$ cat src/rtl/tdpt_pkg.sv
package tdpt_pkg;

   // width of the result stream payload: is_prime padded to a byte
   localparam int RSP_DATA_W = 8;

   // commands from the controller to the datapath
   typedef struct packed {
      logic load;       // capture a new value, restart divisor at two
      logic div_start;  // clear remainder, point at the top value bit
      logic div_step;   // one restoring remainder step
      logic next_div;   // advance divisor and its square
   } cmd_type;

   // status from the datapath to the controller
   typedef struct packed {
      logic below_two;  // value is zero or one
      logic square_gt;  // divisor squared exceeds value
      logic last_bit;   // current step consumes the lowest value bit
      logic rem_zero;   // remainder is zero
   } status_type;

endpackage

$ cat src/rtl/tdpt_datapath.sv
module tdpt_datapath
   import tdpt_pkg::*;
#(
   parameter int VALUE_WIDTH = 31
) (
   input  logic                   clock,
   input  logic [VALUE_WIDTH-1:0] value,
   input  cmd_type                cmd,
   output status_type             status
);

   localparam int CNT_W = $clog2(VALUE_WIDTH);
   localparam int SQ_W  = VALUE_WIDTH + 2;

   logic [VALUE_WIDTH-1:0] value_ff,   value_in;
   logic [VALUE_WIDTH-1:0] divisor_ff, divisor_in;
   logic [SQ_W-1:0]        square_ff,  square_in;
   logic [VALUE_WIDTH:0]   rem_ff,     rem_in;
   logic [CNT_W-1:0]       bit_cnt_ff, bit_cnt_in;

   logic [VALUE_WIDTH:0]   shifted;
   logic [VALUE_WIDTH:0]   diff;

   // restoring remainder step: shift in the next value bit, subtract if it fits
   assign shifted = {rem_ff[VALUE_WIDTH-1:0], value_ff[bit_cnt_ff]};
   assign diff    = shifted - {1'b0, divisor_ff};

   // next-state logic for the datapath registers
   always_comb begin
      value_in   = value_ff;
      divisor_in = divisor_ff;
      square_in  = square_ff;
      rem_in     = rem_ff;
      bit_cnt_in = bit_cnt_ff;
      if (cmd.load) begin
         value_in   = value;
         divisor_in = VALUE_WIDTH'(2);
         square_in  = SQ_W'(4);
      end
      if (cmd.div_start) begin
         rem_in     = '0;
         bit_cnt_in = CNT_W'(VALUE_WIDTH - 1);
      end
      if (cmd.div_step) begin
         rem_in     = (shifted >= {1'b0, divisor_ff}) ? diff : shifted;
         bit_cnt_in = bit_cnt_ff - CNT_W'(1);
      end
      if (cmd.next_div) begin
         // (d+1)^2 = d^2 + 2d + 1
         divisor_in = divisor_ff + VALUE_WIDTH'(1);
         square_in  = square_ff + {1'b0, divisor_ff, 1'b1};
      end
   end

   always_ff @(posedge clock) begin
      value_ff   <= value_in;
      divisor_ff <= divisor_in;
      square_ff  <= square_in;
      rem_ff     <= rem_in;
      bit_cnt_ff <= bit_cnt_in;
   end

   // status back to the controller
   assign status.below_two = (value_ff[VALUE_WIDTH-1:1] == '0);
   assign status.square_gt = (square_ff > {2'b00, value_ff});
   assign status.last_bit  = (bit_cnt_ff == '0);
   assign status.rem_zero  = (rem_ff == '0);

endmodule

$ cat src/rtl/tdpt_ctrl.sv
module tdpt_ctrl
   import tdpt_pkg::*;
(
   input  logic       clock,
   input  logic       reset,
   input  logic       req_valid,
   output logic       req_ready,
   output logic       rsp_valid,
   input  logic       rsp_ready,
   output logic       rsp_is_prime,
   output cmd_type    cmd,
   input  status_type status
);

   typedef enum logic [2:0] {
      IDLE,
      CHECK,
      DIVIDE,
      TEST,
      DONE
   } state_type;

   state_type state_ff, state_in;
   logic      result_ff, result_in;
   logic      rsp_valid_ff, rsp_valid_in;
   logic      is_prime_ff, is_prime_in;
   logic      slot_free;

   // the output register can take a result when empty or being drained
   assign slot_free = !rsp_valid_ff || rsp_ready;

   // datapath commands follow the state
   always_comb begin
      cmd           = '0;
      cmd.load      = (state_ff == IDLE) && req_valid;
      cmd.div_start = (state_ff == CHECK) && !status.below_two && !status.square_gt;
      cmd.div_step  = (state_ff == DIVIDE);
      cmd.next_div  = (state_ff == TEST) && !status.rem_zero;
   end

   // next state and registered outputs
   always_comb begin
      state_in     = state_ff;
      result_in    = result_ff;
      rsp_valid_in = rsp_valid_ff && !rsp_ready;
      is_prime_in  = is_prime_ff;
      unique case (state_ff)
         IDLE: begin
            if (req_valid) begin
               state_in = CHECK;
            end
         end
         CHECK: begin
            priority if (status.below_two) begin
               result_in = 1'b0;
               state_in  = DONE;
            end else if (status.square_gt) begin
               result_in = 1'b1;
               state_in  = DONE;
            end else begin
               state_in = DIVIDE;
            end
         end
         DIVIDE: begin
            if (status.last_bit) begin
               state_in = TEST;
            end
         end
         TEST: begin
            if (status.rem_zero) begin
               result_in = 1'b0;
               state_in  = DONE;
            end else begin
               state_in = CHECK;
            end
         end
         DONE: begin
            if (slot_free) begin
               rsp_valid_in = 1'b1;
               is_prime_in  = result_ff;
               state_in     = IDLE;
            end
         end
         default: begin
            state_in = IDLE;
         end
      endcase
   end

   always_ff @(posedge clock) begin
      if (reset) begin
         state_ff     <= IDLE;
         rsp_valid_ff <= 1'b0;
      end else begin
         state_ff     <= state_in;
         rsp_valid_ff <= rsp_valid_in;
      end
      result_ff   <= result_in;
      is_prime_ff <= is_prime_in;
   end

   assign req_ready    = (state_ff == IDLE);
   assign rsp_valid    = rsp_valid_ff;
   assign rsp_is_prime = is_prime_ff;

endmodule

$ cat src/rtl/trial_division_prime_test_core.sv
// trial division primality test
//
// req channel: one transfer carries the value to test in req_tdata.
// rsp channel: one transfer per request, is_prime in rsp_tdata bit 0
// (zero and one report as not prime).
//
// each candidate divisor d = 2, 3, ... takes one bound check of d*d
// against the value, VALUE_WIDTH steps of the bit-serial restoring
// remainder unit and one zero test. the bound uses a running square, so
// no multiplier is needed.
// one item is in work at a time; req_tready is high only while idle.
//
// the result sits in an output register, so the next request is taken
// while a finished result waits for rsp_tready. a finished test waits for
// that register to drain before it is written.
// reset clears the controller and the output valid; nothing else is kept
// between items.
module trial_division_prime_test_core
   import tdpt_pkg::*;
#(
   parameter int VALUE_WIDTH = 31
) (
   input  logic                           clock,
   input  logic                           reset,
   input  logic                           req_tvalid,
   output logic                           req_tready,
   // fields from bit 0: value
   input  logic [((VALUE_WIDTH+7)/8)*8-1:0] req_tdata,
   output logic                           rsp_tvalid,
   input  logic                           rsp_tready,
   // fields from bit 0: is_prime
   output logic [RSP_DATA_W-1:0]          rsp_tdata
);

   cmd_type    cmd;
   status_type status;
   logic       rsp_is_prime;

   tdpt_ctrl u_ctrl (
      .clock        (clock),
      .reset        (reset),
      .req_valid    (req_tvalid),
      .req_ready    (req_tready),
      .rsp_valid    (rsp_tvalid),
      .rsp_ready    (rsp_tready),
      .rsp_is_prime (rsp_is_prime),
      .cmd          (cmd),
      .status       (status)
   );

   tdpt_datapath #(
      .VALUE_WIDTH (VALUE_WIDTH)
   ) u_datapath (
      .clock  (clock),
      .value  (req_tdata[VALUE_WIDTH-1:0]),
      .cmd    (cmd),
      .status (status)
   );

   // pad the result to a byte
   assign rsp_tdata = {{(RSP_DATA_W-1){1'b0}}, rsp_is_prime};

endmodule

$ cat config.mk
export PLATFORM = sky130hd
export DESIGN_NAME = trial_division_prime_test_core
export DESIGN_NICKNAME = d
export VERILOG_FILES = /design/src/rtl/tdpt_pkg.sv /design/src/rtl/tdpt_datapath.sv /design/src/rtl/tdpt_ctrl.sv /design/src/rtl/trial_division_prime_test_core.sv
export SDC_FILE = /design/constraint.sdc
export NUM_CORES = 1
export LEC_CHECK = 0
export ABC_AREA = 0
export BUFFER_PORTS_ARGS = -buffer_cell sky130_fd_sc_hd__buf_2
export CAP_MARGIN = 20
export CORE_UTILIZATION = 40
export CTS_CLUSTER_DIAMETER = 80
export DETAILED_ROUTE_END_ITERATION = 12
export SETUP_SLACK_MARGIN = 0.02
export SLEW_MARGIN = 25
export SYNTH_ARGS = -nofsm -noshare
export SYNTH_HDL_FRONTEND = slang
export SYNTH_SLANG_ARGS = --single-unit
$ cat constraint.sdc
create_clock -name clock -period 11.7 [get_ports clock]
set_clock_uncertainty 0.15 [all_clocks]
set_input_delay 2.34 -clock clock [delete_from_list [all_inputs] [get_ports clock]]
set_output_delay 2.34 -clock clock [all_outputs]
set_load 0.02 [all_outputs]
== Yosys cells after proc, flatten, opt, wreduce, memory -nomap -nowiden ==
Index checks and enable logic that the tools add are counted.

* $add $sub $neg: 4
* $lt $le $gt $ge: 3
* Equality and inequality tests: 9
* Multiplexer cells: 24
* Reductions and logical operators: 21

{| class="wikitable"
|+ Operators by type and width
! cell !! count
|-
| $mux W32 || 3
|-
| $mux W33 || 2
|-
| $mux W31 || 2
|-
| $add A33 B32 Y33 || 1
|-
| $gt A33 B31 Y1 || 1
|-
| $ge A32 B31 Y1 || 1
|-
| $logic_not A32 Y1 || 1
|-
| $sub A32 B31 Y32 || 1
|-
| $add A31 B1 Y31 const B || 1
|-
| $logic_not A30 Y1 || 1
|-
| $mux W3 || 6
|-
| $pmux W3 S5 || 1
|-
| $mux W5 || 2
|-
| $eq A3 B2 Y1 const B || 2
|-
| $lt A5 B6 Y1 const B || 1
|-
| $mux W1 || 6
|-
| $ne A2 B1 Y1 const B || 3
|-
| $reduce_and A3 Y1 || 2
|-
| $reduce_bool A2 Y1 || 3
|-
| $bmux W1 S5 || 1
|-
| $logic_and A1 B1 Y1 || 5
|-
| $logic_not A1 Y1 || 5
|-
| $logic_not A5 Y1 || 1
|-
| $sub A5 B1 Y5 const B || 1
|-
| other kinds (8) || 8
|}

* Register bits: 138
* Input bits: 36

== Depth between registers and ports, before layout ==
* Depth after elaboration: 6
* Depth in mapped cells: 19
* Mapped depth without buffers: 16

== Modules after synthesis ==
Synthesis repeated with hierarchy kept, for this count alone.

* Cell total of the unflattened synthesis: 1060
* Area, all modules: 10266.1 sq um

{| class="wikitable"
|+ By module, submodules not included
! module !! instances !! cells an instance !! area each (sq um) !! seq. area each (sq um)
|-
| tdpt_datapath || 1 || 1018 || 9879.5 || 3963.8
|-
| tdpt_ctrl || 1 || 33 || 322.8 || 140.1
|-
| trial_division_prime_test_core || 1 || 9 || 63.8 || 0.0
|}

== Least setup slack after synthesis ==
OpenSTA, ideal clock, no wires.

* Path kind: input to register
* Start point: input port req_tvalid
* End point: register u_datapath.divisor_ff[0], enable pin
* Data arrival time: 4.820 ns
* Data required time: 11.117 ns
* Setup slack: 6.297 ns
* Stages: 2
* Path buffers: 0
* Path through: and2_1 nand2b_1

* Cells in the longest elaborated chain, start to end: 2

{| class="wikitable"
|+ RTL lines
! what !! RTL line !! RTL
|-
| from (decl) || trial_division_prime_test_core.sv:25 || <nowiki>input logic req_tvalid,</nowiki>
|-
| $logic_and A1 B1 Y1 || tdpt_ctrl.sv:35 || <nowiki>cmd.load = (state_ff == IDLE) && req_valid;</nowiki>
|-
| $reduce_bool A2 Y1 (no source line) || - ||
|-
| to (signal assigned) || tdpt_datapath.sv:57 || <nowiki>divisor_ff <= divisor_in;</nowiki>
|-
| to (decl) || tdpt_datapath.sv:16 || <nowiki>logic [VALUE_WIDTH-1:0] divisor_ff, divisor_in;</nowiki>
|}

No other way between the ends.
A chain may end at the register's enable or synchronous reset.

== Worst setup path after layout ==
* Start point: register u_datapath.bit_cnt_ff[0]
* End point: register u_datapath.rem_ff[13] (data pin)

* Cells in the longest elaborated chain, start to end: 5

{| class="wikitable"
|+ RTL lines
! what !! RTL line !! RTL
|-
| from (decl) || tdpt_datapath.sv:19 || <nowiki>logic [CNT_W-1:0] bit_cnt_ff, bit_cnt_in;</nowiki>
|-
| from (signal assigned) || tdpt_datapath.sv:60 || <nowiki>bit_cnt_ff <= bit_cnt_in;</nowiki>
|-
| $bmux W1 S5 * || tdpt_datapath.sv:25 || <nowiki>assign shifted = {rem_ff[VALUE_WIDTH-1:0], value_ff[bit_cnt_ff]};</nowiki>
|-
| $mux W1 (not written as such) * || tdpt_datapath.sv:25 ||
|-
| $sub A32 B31 Y32 or $ge A32 B31 Y1 (tied branches) || tdpt_datapath.sv:26, tdpt_datapath.sv:45 ||
|-
| $mux W32 * || tdpt_datapath.sv:45 || <nowiki>rem_in = (shifted >= {1'b0, divisor_ff}) ? diff : shifted;</nowiki>
|-
| $mux W32 * || tdpt_datapath.sv:44 || <nowiki>if (cmd.div_step) begin</nowiki>
|-
| to (signal assigned) || tdpt_datapath.sv:59 || <nowiki>rem_ff <= rem_in;</nowiki>
|-
| to (decl) || tdpt_datapath.sv:18 || <nowiki>logic [VALUE_WIDTH:0] rem_ff, rem_in;</nowiki>
|}

Every way passes the cells marked *; elsewhere a longest branch is shown, timed or not. The select of a mux whose other input is x is not followed.

==> metrics.md <==
| Metric | Value |
|---|---|
| Status | `finished, final reports clean` |
| Synthesis-to-layout area growth | `9.30%` |
| Critical Path Start | `u_datapath.bit_cnt_ff[0]` |
| Clk network pwr share | `0.349` |
| Ports | `46` |
| Synth Instances | `1055` |
| GR Overflow Total | `0` |
| Vias/cell | `5.42` |
| LEAKAGE | `4.49 nW` |
| Antenna violations before repair | `0` |
| ANT cells | `0` |
| Power Density | `129 nW/µm²` |
| Crit path cell chain | `mux4_2 -> mux4_2 -> mux2i_1 -> ha_1 -> inv_1 -> fa_1 -> a211oi_1 -> o21ai_1 -> nand2_2 -> o2111ai_2 -> a31oi_4 -> a221oi_2 -> nor4_4 -> buf_4 -> mux2_2 -> nor2_1` |
| CTS Buffer Depth | `2` |
| Fin nets | `1217` |
| Top delay family on crit path | `multiplexers` |
| Root Buffer | `clkbuf_16` |
| Clock-pin slew on the worst setup and hold paths | `0.06 ns` |
| Worst r2r src | `u_datapath.bit_cnt_ff[0]` |
| Starting density of the core | `0.410` |
| Worst hold path depth | `0` |
| Slowest stage cell, crit path | `edfxtp_1` |
| Post-synth EDFFs | `134` |
| Ys async rst share | `0` |
| RSZ-0062 raised after global routing | `no` |
| Hold_buf cts | `0` |
| Largest stage delay, worst path | `0.73 ns` |
| CP endpoint kind | `register` |
| Worst EP required | `11.83 ns` |
| Tcrit/Tclk final | `0.527` |
| Synthesized cell area | `10300 µm²` |
| Reg-to-reg setup timing slack | `5.54 ns` |
| H-tree depth | `4` |
| Slew @ Worst Pin | `0.830 ns` |
| Yosys warning total | `0` |
| Global-route wire length before repair | `37600 µm` |
| Final setup viols | `0` |
| Core area | `25300 µm²` |
| Sequential element share of the synthesized area | `0.397` |
| CTS Buf Count | `17` |
| Net switching share of the total power | `0.304` |
| Clock insertion delay at the later pin of the skew report | `0.43 ns` |
| Reg2Reg Capture Point | `u_datapath.rem_ff[13]` |
| Dpl hpwl | `17600 µm` |
| Input/output buffers | `37` |
| Max frequency | `162 MHz` |
| Peak supply drop | `0.113 mV` |
| Setup TNS | `0 ns` |
| GRT Total Usage | `0.181` |
| Crit Path Max Fanout | `28` |
| Layout cell share with drive strength beyond 1 | `0.0985` |
| Buf+Inv Stages, Crit Path | `2` |
| Row count | `58` |
| Die W | `163 µm` |
| Fin crit period | `6.16 ns` |
| Reg power frac | `0.422` |
| Top_reg_cell synth | `edfxtp_1` |
| Rel. slew slack | `0.443` |
| Number of global-route vias before repair | `7392` |
| Hold crit path type | `register to register` |
| Critical Path Most Common Cell | `mux4_2` |
| Vias post-DR | `7733` |
| R2R depth | `16` |
| Seq cells post-synth | `138` |
| Post-CTS resize count | `0` |
| WP data arrival | `6.29 ns` |
| Crit Path Category | `register to register` |
| Cell variety after synth | `73` |
| CTS sink count | `138` |
| Post-DRT Antenna Nets | `0` |
| Fin. Hold Viols | `0` |
| Pin count of the biggest net entering global routing | `65` |
| CTS tree | `done` |
| Max_cap viols | `0` |
| Worst Hold Launch | `u_ctrl.result_ff` |
| DRT iter0 DRCs | `559` |
| Drt wl/cell | `16.3 µm` |
| Final WL | `23300 µm` |
| P_int | `0.00101 W` |
| GP Congestion | `0.902` |
| DRC | `0` |
| Post-CTS setup repair buffer count | `0` |
| Hold path endpoint | `u_ctrl.rsp_is_prime` |
| Drt first pass iters | `5` |
| Min Hold Slack | `0.269 ns` |
| Max Slew Vio Count | `0` |
| Die Area | `26500 µm²` |
| Logic gate share of total power | `0.228` |
| Die H | `163 µm` |
| Nature of the critical path startpoint | `register` |
| Average size of a mapped cell | `9.81 µm²` |
| Switching pwr | `0.000443 W` |
-- cell families (layout without fill, tap and decap cells) --
logic type / Yosys count / after routing / share of synthesized area
AND/OR/NAND/NOR: 338 / 338 / 0.160
AO/OA/AOI/OAI: 231 / 231 / 0.147
flip-flops: 138 / 138 / 0.397
buffers and inverters: 129 / 165 / 0.0587
adder cells (fa/ha/maj): 97 / 97 / 0.119
XOR/XNOR: 80 / 80 / 0.0677
multiplexers: 41 / 41 / 0.0508
other: 1 / 7 / 0.000362
-- sequential cells by signal, summed over array words and instances, names as in the netlist --
register,cells
u_datapath.bit_cnt_ff,5
u_datapath.divisor_ff,31
u_ctrl.state_ff,3
u_datapath.rem_ff,32
u_ctrl.result_ff,1
u_ctrl.rsp_is_prime,1
u_datapath.square_ff,33
u_datapath.value_ff,31
u_ctrl.rsp_valid,1
-- cell type report --
cell class                 instances  area, µm²
timing repair buffer              44        238
clock inverter                    14        123
fill                            2422      13900
clock buffer                      18        429
inverter                          89        334
sequential                       138       4100
multi-input combinational        794       5670
tap                              330        413
-- synth_stat cells, drive strengths merged, types with 3 or more instances --
library cell  count  area share
dfxtp             4      0.0077
or3               3      0.0018
o21ai            45       0.022
inv              89       0.032
o31ai             5      0.0041
edfxtp          134        0.39
a31o              4      0.0034
nor3             24       0.012
nor2b            14      0.0085
and2              8      0.0048
nand3            33       0.016
nand4            22       0.015
or2               3      0.0018
xnor2            57       0.048
clkbuf           16      0.0058
a31oi             8      0.0063
nor4             23       0.016
a21o             30       0.022
nor4b             3      0.0025
and3              9      0.0059
mux4              9       0.020
a21boi            5      0.0036
o21bai            6      0.0044
o211ai            8      0.0058
buf              22       0.018
nor2            125       0.045
a21oi            81       0.040
o21a              5      0.0036
a211oi           14       0.011
nand2b            8      0.0048
ha               95        0.11
a221oi            3      0.0037
nand2            56       0.021
a2111oi           6      0.0063
xor2             23       0.019
mux2i            30       0.029
-- how the worst max path moves through the flow --
stage / end / slack (ns) / cells after the start
after global routing: u_datapath.rem_ff[13] / 5.16 / 16
after CTS: u_datapath.rem_ff[13] / 5.55 / 16
final: u_datapath.rem_ff[13] / 5.54 / 16
after floorplan: u_datapath.divisor_ff[0] / 6.30 / 2
after global placement: u_datapath.rem_ff[13] / 5.55 / 16
after detailed placement: u_datapath.rem_ff[13] / 5.56 / 16
-- placed cells by master (no fill, tap or decap), types with 4 or more instances in the layout --
| cell type | n |
|---|---|
| nand3_1 | 33 |
| nand4_1 | 21 |
| o21ai_1 | 9 |
| and3_1 | 8 |
| nor4_1 | 21 |
| mux4_2 | 9 |
| o211ai_1 | 8 |
| o21ai_0 | 36 |
| and2_1 | 8 |
| o21a_1 | 5 |
| nand2b_1 | 7 |
| a21o_1 | 29 |
| xor2_1 | 23 |
| nor3_1 | 24 |
| a2111oi_0 | 4 |
| nand2_1 | 55 |
| inv_1 | 89 |
| buf_2 | 37 |
| mux2i_1 | 30 |
| clkinvlp_4 | 5 |
| nor2_1 | 124 |
| a21boi_0 | 4 |
| xnor2_1 | 57 |
| buf_4 | 7 |
| conb_1 | 7 |
| dfxtp_1 | 4 |
| a211oi_1 | 12 |
| ha_1 | 95 |
| edfxtp_1 | 134 |
| a21oi_1 | 79 |
| o31ai_1 | 4 |
| clkbuf_16 | 17 |
| o21bai_1 | 6 |
| a31oi_1 | 7 |
| nor2b_1 | 14 |
-- layer usage --
| metal | wire, µm | vias up | global-route usage |
|---|---|---|---|
| met1 | 11400 | 3642 | 0.239 |
| met4 | 409 | 0 | 0.0582 |
| met5 | 0 | - | 0 |
| met2 | 10700 | 143 | 0.303 |
| met3 | 779 | 28 | 0.0272 |
| li1 | - | 3920 | - |
-- per-stage QoR --
stage	setup slack [ns]	total power [W]	cell area [µm²]	instances	util
2_1_floorplan	6.30	0.000884	10400	1061	-
3_3_place_gp	5.55	0.000949	10800	1395	0.426
3_5_place_dp	5.56	0.000951	10800	1395	0.426
4_1_cts	5.55	0.00146	11300	1427	0.448
5_1_grt	5.16	0.00152	11300	1427	0.448
6_report	5.54	0.00145	11300	1427	0.448
-- power by group through the flow --
| stage | sequential [W] | clock, W | combinational [W] |
|---|---|---|---|
| floorplan | 0.000610 | 0 | 0.000275 |
| global placement | 0.000623 | 0 | 0.000326 |
| detailed placement | 0.000623 | 0 | 0.000329 |
| CTS | 0.000613 | 0.000516 | 0.000332 |
| global route | 0.000618 | 0.000535 | 0.000372 |
| finish | 0.000614 | 0.000508 | 0.000332 |
(Power assumes the default switching activity.)
